==> config.mk <==
export PLATFORM = sky130hd
export DESIGN_NAME = sctp_init_chunk_parser_unit
export DESIGN_NICKNAME = d
export VERILOG_FILES = /design/src/rtl/sicp_pkg.sv /design/src/rtl/sicp_hdr_capture.sv /design/src/rtl/sicp_tlv_walker.sv /design/src/rtl/sctp_init_chunk_parser_unit.sv
export SDC_FILE = /design/constraint.sdc
export NUM_CORES = 1
export LEC_CHECK = 0
export BUFFER_PORTS_ARGS = -buffer_cell sky130_fd_sc_hd__buf_2
export CORE_MARGIN = 8
export CORE_UTILIZATION = 35
export CTS_CLUSTER_SIZE = 40
export DETAILED_ROUTE_END_ITERATION = 8
export SLEW_MARGIN = 40
export SYNTH_ARGS = -nofsm -noshare
export SYNTH_HDL_FRONTEND = slang
export SYNTH_SLANG_ARGS = --single-unit
export TNS_END_PERCENT = 5
==> constraint.sdc <==
create_clock -name clock -period 11.2 [get_ports clock]
set_input_delay 0 -clock clock [delete_from_list [all_inputs] [get_ports clock]]
set_output_delay 0 -clock clock [all_outputs]
set_load 0.03 [all_outputs]
==> src/rtl/sicp_pkg.sv <==
// shared types and constants for the init chunk parser
package sicp_pkg;

   // fixed header and parameter framing
   localparam logic [15:0] HDR_BYTES = 16'd16;
   localparam logic [15:0] TLV_HDR   = 16'd4;
   localparam logic [16:0] PAD_MASK  = 17'd3;

   // longest chunk value accepted
   localparam logic [16:0] MAX_CHUNK_BYTES = 17'd65535;

   // saturation value of the position counter
   localparam logic [15:0] POS_MAX = 16'hFFFF;

   // result status codes
   localparam logic [1:0] ST_OK     = 2'd0;
   localparam logic [1:0] ST_TRUNC  = 2'd1;
   localparam logic [1:0] ST_FORMAT = 2'd2;

   // parameter type codes
   localparam logic [15:0] PT_FWD_TSN    = 16'hC000;
   localparam logic [15:0] PT_EXTENSIONS = 16'h8008;
   localparam logic [15:0] PT_COOKIE     = 16'h0007;

   // chunk type codes in the extension list
   localparam logic [7:0] CT_I_DATA   = 8'h40;
   localparam logic [7:0] CT_I_FWD    = 8'hC2;
   localparam logic [7:0] CT_RECONFIG = 8'h82;

   // extension flag bit positions
   localparam int FL_FWD    = 0;
   localparam int FL_IDATA  = 1;
   localparam int FL_IFWD   = 2;
   localparam int FL_RECONF = 3;

   // per-byte control from the top level to the field trackers
   typedef struct packed {
      logic take;   // consume the current byte
      logic clear;  // chunk done, return to reset state
   } sicp_ctl_type;

endpackage

==> src/rtl/sicp_hdr_capture.sv <==
// capture of the 16-byte fixed header and its zero-value checks
module sicp_hdr_capture
   import sicp_pkg::*;
(
   input  logic         clock,
   input  logic         reset,
   input  sicp_ctl_type ctl,
   input  logic [3:0]   pos,
   input  logic [7:0]   data_byte,
   output logic [63:0]  hdr0,
   output logic [63:0]  hdr1,
   output logic         fmt_err
);

   logic [63:0] hdr0_ff, hdr0_in;
   logic [63:0] hdr1_ff, hdr1_in;

   // shift the byte into the half that holds its position
   always_comb begin
      hdr0_in = hdr0_ff;
      hdr1_in = hdr1_ff;
      if (ctl.take) begin
         if (pos[3] == 1'b0) begin
            hdr0_in = {hdr0_ff[55:0], data_byte};
         end else begin
            hdr1_in = {hdr1_ff[55:0], data_byte};
         end
      end
   end

   // zero tag or zero stream count on the last header byte
   always_comb begin
      fmt_err = 1'b0;
      if (ctl.take && pos == 4'd15) begin
         fmt_err = (hdr0_ff[63:32] == 32'd0) || (hdr1_ff[55:40] == 16'd0) ||
                   (hdr1_ff[39:24] == 16'd0);
      end
   end

   assign hdr0 = hdr0_in;
   assign hdr1 = hdr1_in;

   always_ff @(posedge clock) begin
      if (reset || ctl.clear) begin
         hdr0_ff <= 64'd0;
         hdr1_ff <= 64'd0;
      end else begin
         hdr0_ff <= hdr0_in;
         hdr1_ff <= hdr1_in;
      end
   end

endmodule

==> src/rtl/sicp_tlv_walker.sv <==
// walker over the type/length/value parameters after the header
module sicp_tlv_walker
   import sicp_pkg::*;
(
   input  logic         clock,
   input  logic         reset,
   input  sicp_ctl_type ctl,
   input  logic [15:0]  pos,
   input  logic [7:0]   data_byte,
   input  logic [15:0]  value_len,
   output logic [1:0]   err,
   output logic [3:0]   flags,
   output logic [15:0]  cookie_start,
   output logic [15:0]  cookie_bytes
);

   logic [15:0] start_ff, start_in;
   logic [15:0] ptype_ff, ptype_in;
   logic [15:0] plen_ff, plen_in;
   logic [3:0]  flags_ff, flags_in;
   logic [15:0] cstart_ff, cstart_in;
   logic [15:0] cbytes_ff, cbytes_in;

   logic [15:0] rel;
   logic [15:0] room;
   logic [15:0] len_cur;
   logic [16:0] padded;
   logic [16:0] span;
   logic [16:0] pend;
   logic [1:0]  err_cur;

   assign rel  = pos - start_ff;
   assign room = value_len - start_ff;

   // field assembly and per-parameter checks
   always_comb begin
      ptype_in  = ptype_ff;
      plen_in   = plen_ff;
      flags_in  = flags_ff;
      cstart_in = cstart_ff;
      cbytes_in = cbytes_ff;
      err_cur   = ST_OK;
      len_cur   = plen_ff | {8'h00, data_byte};
      padded    = ({1'b0, plen_ff} + PAD_MASK) & ~PAD_MASK;
      if (rel == 16'd0) begin
         if (room < TLV_HDR) begin
            err_cur = ST_TRUNC;
         end else begin
            ptype_in = {data_byte, 8'h00};
         end
      end else if (rel == 16'd1) begin
         ptype_in = ptype_ff | {8'h00, data_byte};
      end else if (rel == 16'd2) begin
         plen_in = {data_byte, 8'h00};
      end else if (rel == 16'd3) begin
         plen_in = len_cur;
         padded  = ({1'b0, len_cur} + PAD_MASK) & ~PAD_MASK;
         if (len_cur < TLV_HDR || len_cur > room) begin
            err_cur = ST_FORMAT;
         end else if (ptype_ff == PT_FWD_TSN && len_cur != TLV_HDR) begin
            err_cur = ST_FORMAT;
         end else if (ptype_ff == PT_COOKIE && len_cur <= TLV_HDR) begin
            err_cur = ST_FORMAT;
         end else begin
            if (ptype_ff == PT_FWD_TSN) begin
               flags_in[FL_FWD] = 1'b1;
            end
            if (ptype_ff == PT_COOKIE) begin
               cstart_in = start_ff + TLV_HDR;
               cbytes_in = len_cur - TLV_HDR;
            end
            if (padded > {1'b0, room} && len_cur != room) begin
               err_cur = ST_TRUNC;
            end
         end
      end else if (rel < plen_ff && ptype_ff == PT_EXTENSIONS) begin
         if (data_byte == CT_I_DATA) begin
            flags_in[FL_IDATA] = 1'b1;
         end
         if (data_byte == CT_I_FWD) begin
            flags_in[FL_IFWD] = 1'b1;
         end
         if (data_byte == CT_RECONFIG) begin
            flags_in[FL_RECONF] = 1'b1;
         end
      end
   end

   // advance to the next parameter on the last padded byte of this one
   assign span = (padded > {1'b0, room}) ? {1'b0, room} : padded;
   assign pend = {1'b0, start_ff} + span;

   always_comb begin
      start_in = start_ff;
      if (rel >= 16'd3 && err_cur == ST_OK && ({1'b0, pos} + 17'd1) == pend) begin
         start_in = pos + 16'd1;
      end
   end

   assign err          = ctl.take ? err_cur : ST_OK;
   assign flags        = ctl.take ? flags_in : flags_ff;
   assign cookie_start = ctl.take ? cstart_in : cstart_ff;
   assign cookie_bytes = ctl.take ? cbytes_in : cbytes_ff;

   always_ff @(posedge clock) begin
      if (reset || ctl.clear) begin
         start_ff  <= HDR_BYTES;
         ptype_ff  <= 16'd0;
         plen_ff   <= 16'd0;
         flags_ff  <= 4'd0;
         cstart_ff <= 16'd0;
         cbytes_ff <= 16'd0;
      end else if (ctl.take) begin
         start_ff  <= start_in;
         ptype_ff  <= ptype_in;
         plen_ff   <= plen_in;
         flags_ff  <= flags_in;
         cstart_ff <= cstart_in;
         cbytes_ff <= cbytes_in;
      end
   end

endmodule

==> src/rtl/sctp_init_chunk_parser_unit.sv <==
// top level of the streaming init chunk parser
//
//   channel  direction  handshake            payload
//   req      in         req_valid/req_ready  data_byte, byte_valid, value_len, last_byte
//   rsp      out        rsp_valid/rsp_ready  status, header fields, flags, cookie
//
// one byte item per cycle, back to back, unless a last item waits on an untaken result;
// an item is worked on while it sits in the input register, and a last item loads the
// result register at the edge it leaves, which raises rsp_valid.
// reset is synchronous and clears all control state and the parser.
// a result that is not taken holds only the next last item in the input register,
// which then closes the input; byte items ahead of it keep flowing.
module sctp_init_chunk_parser_unit
   import sicp_pkg::*;
(
   input  logic        clock,
   input  logic        reset,
   input  logic        req_valid,
   output logic        req_ready,
   input  logic [7:0]  req_data_byte,
   input  logic        req_byte_valid,
   input  logic [15:0] req_value_len,
   input  logic        req_last_byte,
   output logic        rsp_valid,
   input  logic        rsp_ready,
   output logic [1:0]  rsp_status,
   output logic [31:0] rsp_peer_tag,
   output logic [31:0] rsp_peer_window,
   output logic [15:0] rsp_outbound_count,
   output logic [15:0] rsp_inbound_count,
   output logic [31:0] rsp_first_tsn,
   output logic        rsp_forward_tsn_ok,
   output logic        rsp_interleave_ok,
   output logic        rsp_reconfig_ok,
   output logic [15:0] rsp_cookie_start,
   output logic [15:0] rsp_cookie_bytes
);

   // input register
   logic        in_vld_ff;
   logic [7:0]  data_ff;
   logic        bvalid_ff;
   logic [15:0] len_ff;
   logic        last_ff;

   // parser control state
   logic [15:0] pos_ff, pos_in;
   logic [1:0]  err_ff, err_in;

   // result register
   logic        out_vld_ff;
   logic [1:0]  status_ff;
   logic [31:0] tag_ff, wnd_ff, tsn_ff;
   logic [15:0] obc_ff, ibc_ff, cstart_ff, cbytes_ff;
   logic        fwd_ff, ilv_ff, rcf_ff;

   logic         advance;
   logic         step;
   logic         len_short, len_long;
   sicp_ctl_type hdr_ctl, tlv_ctl;
   logic [63:0]  hdr0, hdr1;
   logic         hdr_fmt;
   logic [1:0]   tlv_err;
   logic [3:0]   flags;
   logic [15:0]  cookie_start, cookie_bytes;
   logic [1:0]   status;

   // a last item waits while an untaken result sits in the result register
   assign advance   = in_vld_ff && !(last_ff && out_vld_ff && !rsp_ready);
   assign req_ready = !in_vld_ff || advance;

   always_ff @(posedge clock) begin
      if (reset) begin
         in_vld_ff <= 1'b0;
      end else if (req_valid && req_ready) begin
         in_vld_ff <= 1'b1;
      end else if (advance) begin
         in_vld_ff <= 1'b0;
      end
   end

   always_ff @(posedge clock) begin
      if (req_valid && req_ready) begin
         data_ff   <= req_data_byte;
         bvalid_ff <= req_byte_valid;
         len_ff    <= req_value_len;
         last_ff   <= req_last_byte;
      end
   end

   // byte gating: inside the chunk, no error yet
   assign len_short = len_ff < HDR_BYTES;
   assign len_long  = {1'b0, len_ff} > MAX_CHUNK_BYTES;
   assign step      = advance && bvalid_ff && (pos_ff < len_ff) && (err_ff == ST_OK);

   assign hdr_ctl.take  = step && !len_short && !len_long && (pos_ff < HDR_BYTES);
   assign hdr_ctl.clear = advance && last_ff;
   assign tlv_ctl.take  = step && !len_short && !len_long && (pos_ff >= HDR_BYTES);
   assign tlv_ctl.clear = advance && last_ff;

   sicp_hdr_capture u_hdr (
      .clock     (clock),
      .reset     (reset),
      .ctl       (hdr_ctl),
      .pos       (pos_ff[3:0]),
      .data_byte (data_ff),
      .hdr0      (hdr0),
      .hdr1      (hdr1),
      .fmt_err   (hdr_fmt)
   );

   sicp_tlv_walker u_tlv (
      .clock        (clock),
      .reset        (reset),
      .ctl          (tlv_ctl),
      .pos          (pos_ff),
      .data_byte    (data_ff),
      .value_len    (len_ff),
      .err          (tlv_err),
      .flags        (flags),
      .cookie_start (cookie_start),
      .cookie_bytes (cookie_bytes)
   );

   // position counter, saturating
   always_comb begin
      pos_in = pos_ff;
      if (advance && bvalid_ff && pos_ff < POS_MAX) begin
         pos_in = pos_ff + 16'd1;
      end
   end

   // first error in byte order wins
   always_comb begin
      err_in = err_ff;
      if (step) begin
         if (len_short) begin
            err_in = ST_TRUNC;
         end else if (len_long) begin
            err_in = ST_FORMAT;
         end else if (hdr_fmt) begin
            err_in = ST_FORMAT;
         end else if (tlv_err != ST_OK) begin
            err_in = tlv_err;
         end
      end
   end

   always_ff @(posedge clock) begin
      if (reset || (advance && last_ff)) begin
         pos_ff <= 16'd0;
         err_ff <= ST_OK;
      end else begin
         pos_ff <= pos_in;
         err_ff <= err_in;
      end
   end

   // final status of the chunk
   always_comb begin
      status = err_in;
      if (err_in == ST_OK) begin
         if (len_short) begin
            status = ST_TRUNC;
         end else if (len_long) begin
            status = ST_FORMAT;
         end else if (pos_in < len_ff) begin
            status = ST_TRUNC;
         end
      end
   end

   // result register
   always_ff @(posedge clock) begin
      if (reset) begin
         out_vld_ff <= 1'b0;
      end else if (advance && last_ff) begin
         out_vld_ff <= 1'b1;
      end else if (rsp_ready) begin
         out_vld_ff <= 1'b0;
      end
   end

   always_ff @(posedge clock) begin
      if (advance && last_ff) begin
         status_ff <= status;
         if (status == ST_OK) begin
            tag_ff    <= hdr0[63:32];
            wnd_ff    <= hdr0[31:0];
            obc_ff    <= hdr1[63:48];
            ibc_ff    <= hdr1[47:32];
            tsn_ff    <= hdr1[31:0];
            fwd_ff    <= flags[FL_FWD];
            ilv_ff    <= flags[FL_IDATA] && flags[FL_IFWD];
            rcf_ff    <= flags[FL_RECONF];
            cstart_ff <= cookie_start;
            cbytes_ff <= cookie_bytes;
         end else begin
            tag_ff    <= 32'd0;
            wnd_ff    <= 32'd0;
            obc_ff    <= 16'd0;
            ibc_ff    <= 16'd0;
            tsn_ff    <= 32'd0;
            fwd_ff    <= 1'b0;
            ilv_ff    <= 1'b0;
            rcf_ff    <= 1'b0;
            cstart_ff <= 16'd0;
            cbytes_ff <= 16'd0;
         end
      end
   end

   assign rsp_valid          = out_vld_ff;
   assign rsp_status         = status_ff;
   assign rsp_peer_tag       = tag_ff;
   assign rsp_peer_window    = wnd_ff;
   assign rsp_outbound_count = obc_ff;
   assign rsp_inbound_count  = ibc_ff;
   assign rsp_first_tsn      = tsn_ff;
   assign rsp_forward_tsn_ok = fwd_ff;
   assign rsp_interleave_ok  = ilv_ff;
   assign rsp_reconfig_ok    = rcf_ff;
   assign rsp_cookie_start   = cstart_ff;
   assign rsp_cookie_bytes   = cbytes_ff;

endmodule
==> impl_metrics.json, run 1 <==
{
  "dr.pass1.iters": 5,
  "p_sw_w": 0.000815,
  "status": "finished clean",
  "setup_tns_ps": 0,
  "synth-seq-cells": 423,
  "gp_congestion": 0.924,
  "min_period_ps": 10460,
  "numCtsBuffers": 46,
  "rsz0062_at_grt": "no",
  "cts_tree": "done",
  "synth_nets": 2432,
  "whs_path_depth": 2,
  "root_buffer": "clkbuf_16",
  "synth-adder-area-share": 0.0845,
  "regToRegSetupSlack_ps": 740,
  "clk_path_buf_depth": 3,
  "slowest_delay_ps": 560,
  "overflow": 0,
  "rr_endpoint": "u_tlv.start_ff[1]",
  "relSlewSlack": 0.434,
  "synth-simple-area-share": 0.185,
  "htree_levels": 2,
  "die-width_um": 266,
  "fin_crit_sh": 0.934,
  "synth_cell_types": 79,
  "dieHeight_um": 266,
  "crit_path_end_kind": "register",
  "clock-skew-final_ps": 29.9,
  "drv_cap": 0,
  "via_count": 17357,
  "syn_area_um2": 21900,
  "numPortBuffers": 196,
  "r2r_start": "pos_ff[0]",
  "tightestPinTransition_ps": 840,
  "path_delay_family": "compound AO/OA/AOI/OAI gates",
  "core_area_um2": 61800,
  "p_sw_frac": 0.242,
  "synth_compound_area_frac": 0.0979,
  "dieArea_um2": 70800,
  "via_per_inst": 5.21,
  "synthCells": 2256,
  "clkTransAtPathRegs_ps": 60,
  "cp_slowest_cell": "or4b_4",
  "grt_max_degree": 93,
  "wl_um": 68900,
  "num_io_pins": 197,
  "maxSlewViolCount": 0,
  "synth_edf_count": 191,
  "finalHoldViolCount": 0,
  "drc": 0,
  "cp_data_arrival_time_ps": 10970,
  "cp-start-kind": "register",
  "r2r_cells": 38,
  "grt_pass1_vias": 17488,
  "cts_sinks": 423,
  "drive_above_1_share": 0.139,
  "worstPathRequired_ps": 11710,
  "worst-path-max-fanout": 23,
  "num_antenna_cells": 0,
  "synthMuxAreaShare": 0.0777,
  "start_util": 0.354,
  "multi_input_area_um2": 10900,
  "async_flop_share": 0,
  "post-cts-setup-buffers": 0,
  "synth_top_family_by_area": "simple AND/OR/NAND/NOR gates",
  "synth_flop_cell": "dfxtp_1",
  "register_area_um2": 10400,
  "ys_seq_area_frac": 0.474,
  "syn_area_per_cell_um2": 9.70,
  "rows": 91,
  "combPwrFrac": 0.076,
  "setup_viol": 0,
  "fillers": 6022,
  "p_seq_frac": 0.491,
  "total_power_w": 0.00337,
  "power_density_nw_per_um2": 131,
  "grt_util_all_layers": 0.188,
  "layout.nets": 2635,
  "hpwl_um": 52600,
  "hp-class": "in2reg",
  "ir_drop_mv": 0.0991,
  "ant_nets": 0,
  "max_freq_mhz": 95.6,
  "grt_pass1_wl_um": 104000,
  "hold_start": "req_value_len[15]",
  "drt_iter0_markers": 1120,
  "leakage_nw": 9.97,
  "path_buf_inv": 3,
  "synth_xor_area_frac": 0.0464,
  "clkLatencyLatePin_ps": 590,
  "p_clk_frac": 0.434,
  "area_delta_synth_final_pct": 17.1,
  "antenna_found_initial": 1,
  "cell_internal_pwr_w": 0.00255,
  "detail_route.wl_per_cell_um": 20.7,
  "criticalPathCategory": "reg2reg",
  "synth-warning-count": 0,
  "worstHoldEndpoint": "len_ff[15]"
}
## timing repair
action,in CTS,in global routing
gates resized for setup,0,2
hold buffers,30,0
hold endpoints to repair,39,0
setup endpoints to repair,0,16
## state kept, by name (all words and copies together) (netlist names), 32 cells and up
name             flops
rsp_first_tsn       32
rsp_peer_tag        32
rsp_peer_window     32
u_hdr.hdr0_ff       64
u_hdr.hdr1_ff       64
## routing by layer
| layer | wire, µm | GRT usage |
|---|---|---|
| met1 | 29700 | 0.234 |
| met2 | 33600 | 0.331 |
| met3 | 3090 | 0.0260 |
| met4 | 2440 | 0.0695 |
| met5 | 0 | 0 |
## logic make-up (layout without fill, tap and decap cells)
group / after synthesis / after routing
simple gates: 886 / 886
flops: 423 / 423
compound gates: 332 / 332
buf+inv: 184 / 423
mux: 169 / 169
fa+ha+maj: 146 / 146
xor+xnor: 116 / 116
## placed cells by master, fill, tap and decap left out, types with 10 or more instances in the layout
| master | synthesis | routed |
|---|---|---|
| a21o_1 | 30 | 30 |
| a21oi_1 | 125 | 125 |
| a31oi_1 | 11 | 10 |
| and2_1 | 24 | 24 |
| and3_1 | 12 | 12 |
| buf_2 | 7 | 196 |
| buf_4 | 0 | 23 |
| clkbuf_1 | 87 | 11 |
| clkbuf_16 | 0 | 49 |
| clkinv_2 | 0 | 11 |
| dfxtp_1 | 232 | 232 |
| dlygate4sd3_1 | 0 | 30 |
| edfxtp_1 | 191 | 191 |
| ha_1 | 143 | 143 |
| inv_1 | 80 | 80 |
| mux2i_1 | 162 | 162 |
| nand2_1 | 112 | 111 |
| nand2b_1 | 19 | 19 |
| nand3_1 | 58 | 57 |
| nand4_1 | 34 | 34 |
| nor2_1 | 479 | 477 |
| nor2b_1 | 14 | 14 |
| nor3_1 | 39 | 38 |
| nor4_1 | 42 | 39 |
| o21a_1 | 23 | 23 |
| o21ai_0 | 50 | 49 |
| xnor2_1 | 82 | 82 |
| xor2_1 | 34 | 34 |
## worst register-to-register path: cells and delay by family, from the launching register on
| family | cells | cell delay [ps] |
|---|---|---|
| AOI/OAI and AO/OA | 16 | 4010 |
| xor gates and xnor gates | 2 | 510 |
| adders and majority gates | 4 | 1330 |
| buffers and inverters | 3 | 810 |
| DFF | 1 | 470 |
| muxes | 4 | 980 |
| and+or+nand+nor | 9 | 2290 |
## how the worst max path moves through the flow
stage,start,endpoint,depth (start not counted)
floorplan,pos_ff[0],u_tlv.start_ff[14],39
global placement,pos_ff[0],u_tlv.start_ff[1],38
detailed placement,pos_ff[0],u_tlv.start_ff[1],38
CTS,pos_ff[0],u_tlv.start_ff[1],38
global route,pos_ff[0],u_tlv.start_ff[1],38
finish,pos_ff[0],u_tlv.start_ff[1],38
## cell type report
class,instances,share of cell area
Clock inverter,22,0.00625
Timing Repair Buffer,258,0.0618
Sequential cell,423,0.405
Tap cell,837,0.0409
Multi-Input combinational cell,1649,0.424
Clock buffer,62,0.0505
Inverter,81,0.0119
## cell usage after synthesis (39+ instances only)
cell type | count | share of area
mux2i_1 | 162 | 0.074
inv_1 | 80 | 0.014
nand2_1 | 112 | 0.019
ha_1 | 143 | 0.082
a21oi_1 | 125 | 0.029
dfxtp_1 | 232 | 0.21
o21ai_0 | 50 | 0.011
xnor2_1 | 82 | 0.033
nor4_1 | 42 | 0.012
nand3_1 | 58 | 0.013
edfxtp_1 | 191 | 0.26
clkbuf_1 | 87 | 0.015
nor3_1 | 39 | 0.0089
nor2_1 | 479 | 0.082
## power groups by stage
stage,Combinational (W),Clock [W],Sequential [W]
2_1_floorplan,0.000116,0,0.00172
3_3_place_gp,0.000243,0,0.00169
3_5_place_dp,0.000247,0,0.00169
4_1_cts,0.000256,0.00150,0.00165
5_1_grt,0.000275,0.00156,0.00165
6_report,0.000255,0.00146,0.00165
## per-stage QoR
step / util / area (µm²) / hold slack [ps] / std cells / setup WS, ps
after floorplan: - / 21900 / 69.1 / 2256 / 1620
after global placement: 0.384 / 23800 / 177 / 3215 / 907
after detailed placement: 0.386 / 23900 / 178 / 3218 / 643
after CTS: 0.414 / 25600 / 80.2 / 3332 / 593
after global routing: 0.414 / 25600 / 103 / 3332 / 80.6
final: 0.414 / 25600 / 122 / 3332 / 739
(Power assumes the default switching activity.)
==> run 2: changes to the inputs <==
--- a/config.mk
+++ b/config.mk
@@ -6,9 +6,10 @@
 export NUM_CORES = 1
 export LEC_CHECK = 0
-export BUFFER_PORTS_ARGS = -buffer_cell sky130_fd_sc_hd__buf_2
+export BUFFER_PORTS_ARGS = -buffer_cell sky130_fd_sc_hd__buf_4
 export CORE_MARGIN = 8
 export CORE_UTILIZATION = 35
 export CTS_CLUSTER_SIZE = 40
 export DETAILED_ROUTE_END_ITERATION = 8
+export RECOVER_POWER = 50
 export SLEW_MARGIN = 40
 export SYNTH_ARGS = -nofsm -noshare
==> constraint.sdc (replaced) <==
create_clock -name clock -period 11.2 [get_ports clock]
set_input_delay 0 -clock clock [delete_from_list [all_inputs] [get_ports clock]]
set_output_delay 0 -clock clock [all_outputs]
set_load 0.05 [all_outputs]
==> run 2 against run 1 <==
  * The run now ends with max-capacitance violations, max-slew violations left
  * Fmax is 1.3% lower
  * Final area down 0.23%
  * Clock skew down 6.8 ps
  * Flip-flop and latch count unchanged
  * Cell count barely moved
  * Sequential share of layout area grew 0.093 points
  * Total power increased by 4.7%
  * Non-clock buffer count did not move
  * Sequential power hardly changed
  * Utilization down 0.095 points
==> impl_metrics.json, run 2 (synthesis gave the netlist of run 1 again) <==
{
  "cts_tree": "done",
  "die-width_um": 266,
  "drt_iter0_markers": 1180,
  "rows": 91,
  "dieArea_um2": 70800,
  "violations": "max-capacitance violations, max-slew violations",
  "min_period_ps": 10590,
  "via_per_inst": 5.18,
  "status": "complete, but fails checks",
  "cts_sinks": 423,
  "post-cts-setup-buffers": 0,
  "wl_um": 68900,
  "worstPathRequired_ps": 11700,
  "area_delta_synth_final_pct": 16.8,
  "antenna_found_initial": 1,
  "cp_data_arrival_time_ps": 11100,
  "detail_route.wl_per_cell_um": 20.7,
  "cp-start-kind": "register",
  "core_area_um2": 61800,
  "crit_path_end_kind": "register",
  "clkLatencyLatePin_ps": 580,
  "root_buffer": "clkbuf_16",
  "ir_drop_mv": 0.0888,
  "drive_above_1_share": 0.0729,
  "cp_slowest_cell": "or4b_4",
  "via_count": 17274,
  "ant_nets": 0,
  "finalHoldViolCount": 0,
  "hp-class": "in2reg",
  "setup_tns_ps": 0,
  "fin_crit_sh": 0.946,
  "drc": 0,
  "htree_levels": 2,
  "leakage_nw": 9.67,
  "postLayoutCellArea_um2": 25600,
  "maxSlewViolCount": 175,
  "relSlewSlack": -3.92,
  "tightestPinTransition_ps": 7380,
  "criticalPathCategory": "reg2reg",
  "rsz0062_at_grt": "no",
  "layout.nets": 2636,
  "holdBufCountCts": 30,
  "clkTransAtPathRegs_ps": 60,
  "num_io_pins": 197,
  "final_common_cell": "nor2_1",
  "grt_util_all_layers": 0.188,
  "clk_path_buf_depth": 3,
  "hpwl_um": 52200,
  "drv_cap": 2,
  "placed_cell_area_um2": 24400,
  "slowest_delay_ps": 560,
  "grt_pass1_vias": 17285,
  "dieHeight_um": 266,
  "start_util": 0.354,
  "dr.pass1.iters": 5,
  "overflow": 0,
  "gp_congestion": 0.959,
  "clock-skew-final_ps": 23.2,
  "worst-path-max-fanout": 23,
  "max_freq_mhz": 94.4,
  "cts-resized-gates": 0,
  "grt_max_degree": 138,
  "reg_top3": "u_hdr.hdr0_ff: 64 flops, u_hdr.hdr1_ff: 64 flops",
  "setup_viol": 0,
  "grt_pass1_wl_um": 104000,
  "layout_common_cells": "nor2_1 (478), dfxtp_1 (232), edfxtp_1 (191)",
  "numCtsBuffers": 47,
  "power_density_nw_per_um2": 138,
  "numPortBuffers": 196,
  "num_antenna_cells": 0
}
[run 2: worst max-delay path, delay by kind of cell, from the launching register on]
kind	cells	cell delay, ps
buffers and inverters	3	800
multiplexers	4	970
AO/OA/AOI/OAI	16	4150
AND/OR/NAND/NOR	9	2300
adder cells (fa/ha/maj)	4	1300
XOR/XNOR	2	500
flip-flops	1	440
[run 2: routing by layer]
layer,track usage,vias up,share of wire
met1,0.237,8320,0.44
met5,0,-,0
met4,0.0520,0,0.026
li1,-,8389,-
met3,0.0269,100,0.050
met2,0.331,465,0.49
[run 2: final timing paths]
check                                       start  slack, ps                 to  depth (start not counted)
worst min-delay path             req_value_len[1]        150          len_ff[1]                          2
worst max register to register          pos_ff[0]        610  u_tlv.start_ff[3]                         38
worst max-delay path                    pos_ff[0]        610  u_tlv.start_ff[3]                         38
worst min register to register  u_tlv.flags_ff[3]        450  u_tlv.flags_ff[3]                          2
[run 2: cell type report]
cell class | count | area (µm²)
Fill cell | 6235 | 36300
Tap cell | 837 | 1050
Clock buffer | 58 | 1270
Timing Repair Buffer | 258 | 1410
Clock inverter | 29 | 333
Sequential cell | 423 | 10400
Multi-Input combinational cell | 1649 | 10800
Inverter | 81 | 304
[run 2: through the flow]
stage / setup WS (ps) / util / hold WS [ps] / cells / power, W
after global placement: 848 / 0.392 / 179 / 3213 / 0.00197
after floorplan: 1620 / - / 69.1 / 2256 / 0.00187
after CTS: 738 / 0.425 / 95.8 / 3335 / 0.00359
final: 606 / 0.413 / 148 / 3335 / 0.00352
after global routing: 31.3 / 0.413 / 143 / 3335 / 0.00365
after detailed placement: 791 / 0.394 / 179 / 3218 / 0.00198
[run 2: where the power goes]
group | internal [W] | leakage (nW) | switching, W
Sequential | 0.00164 | 3.53 | 0.0000183
Combinational | 0.0000730 | 5.36 | 0.000204
Clock | 0.000947 | 0.789 | 0.000643
Total | 0.00266 | 9.67 | 0.000865
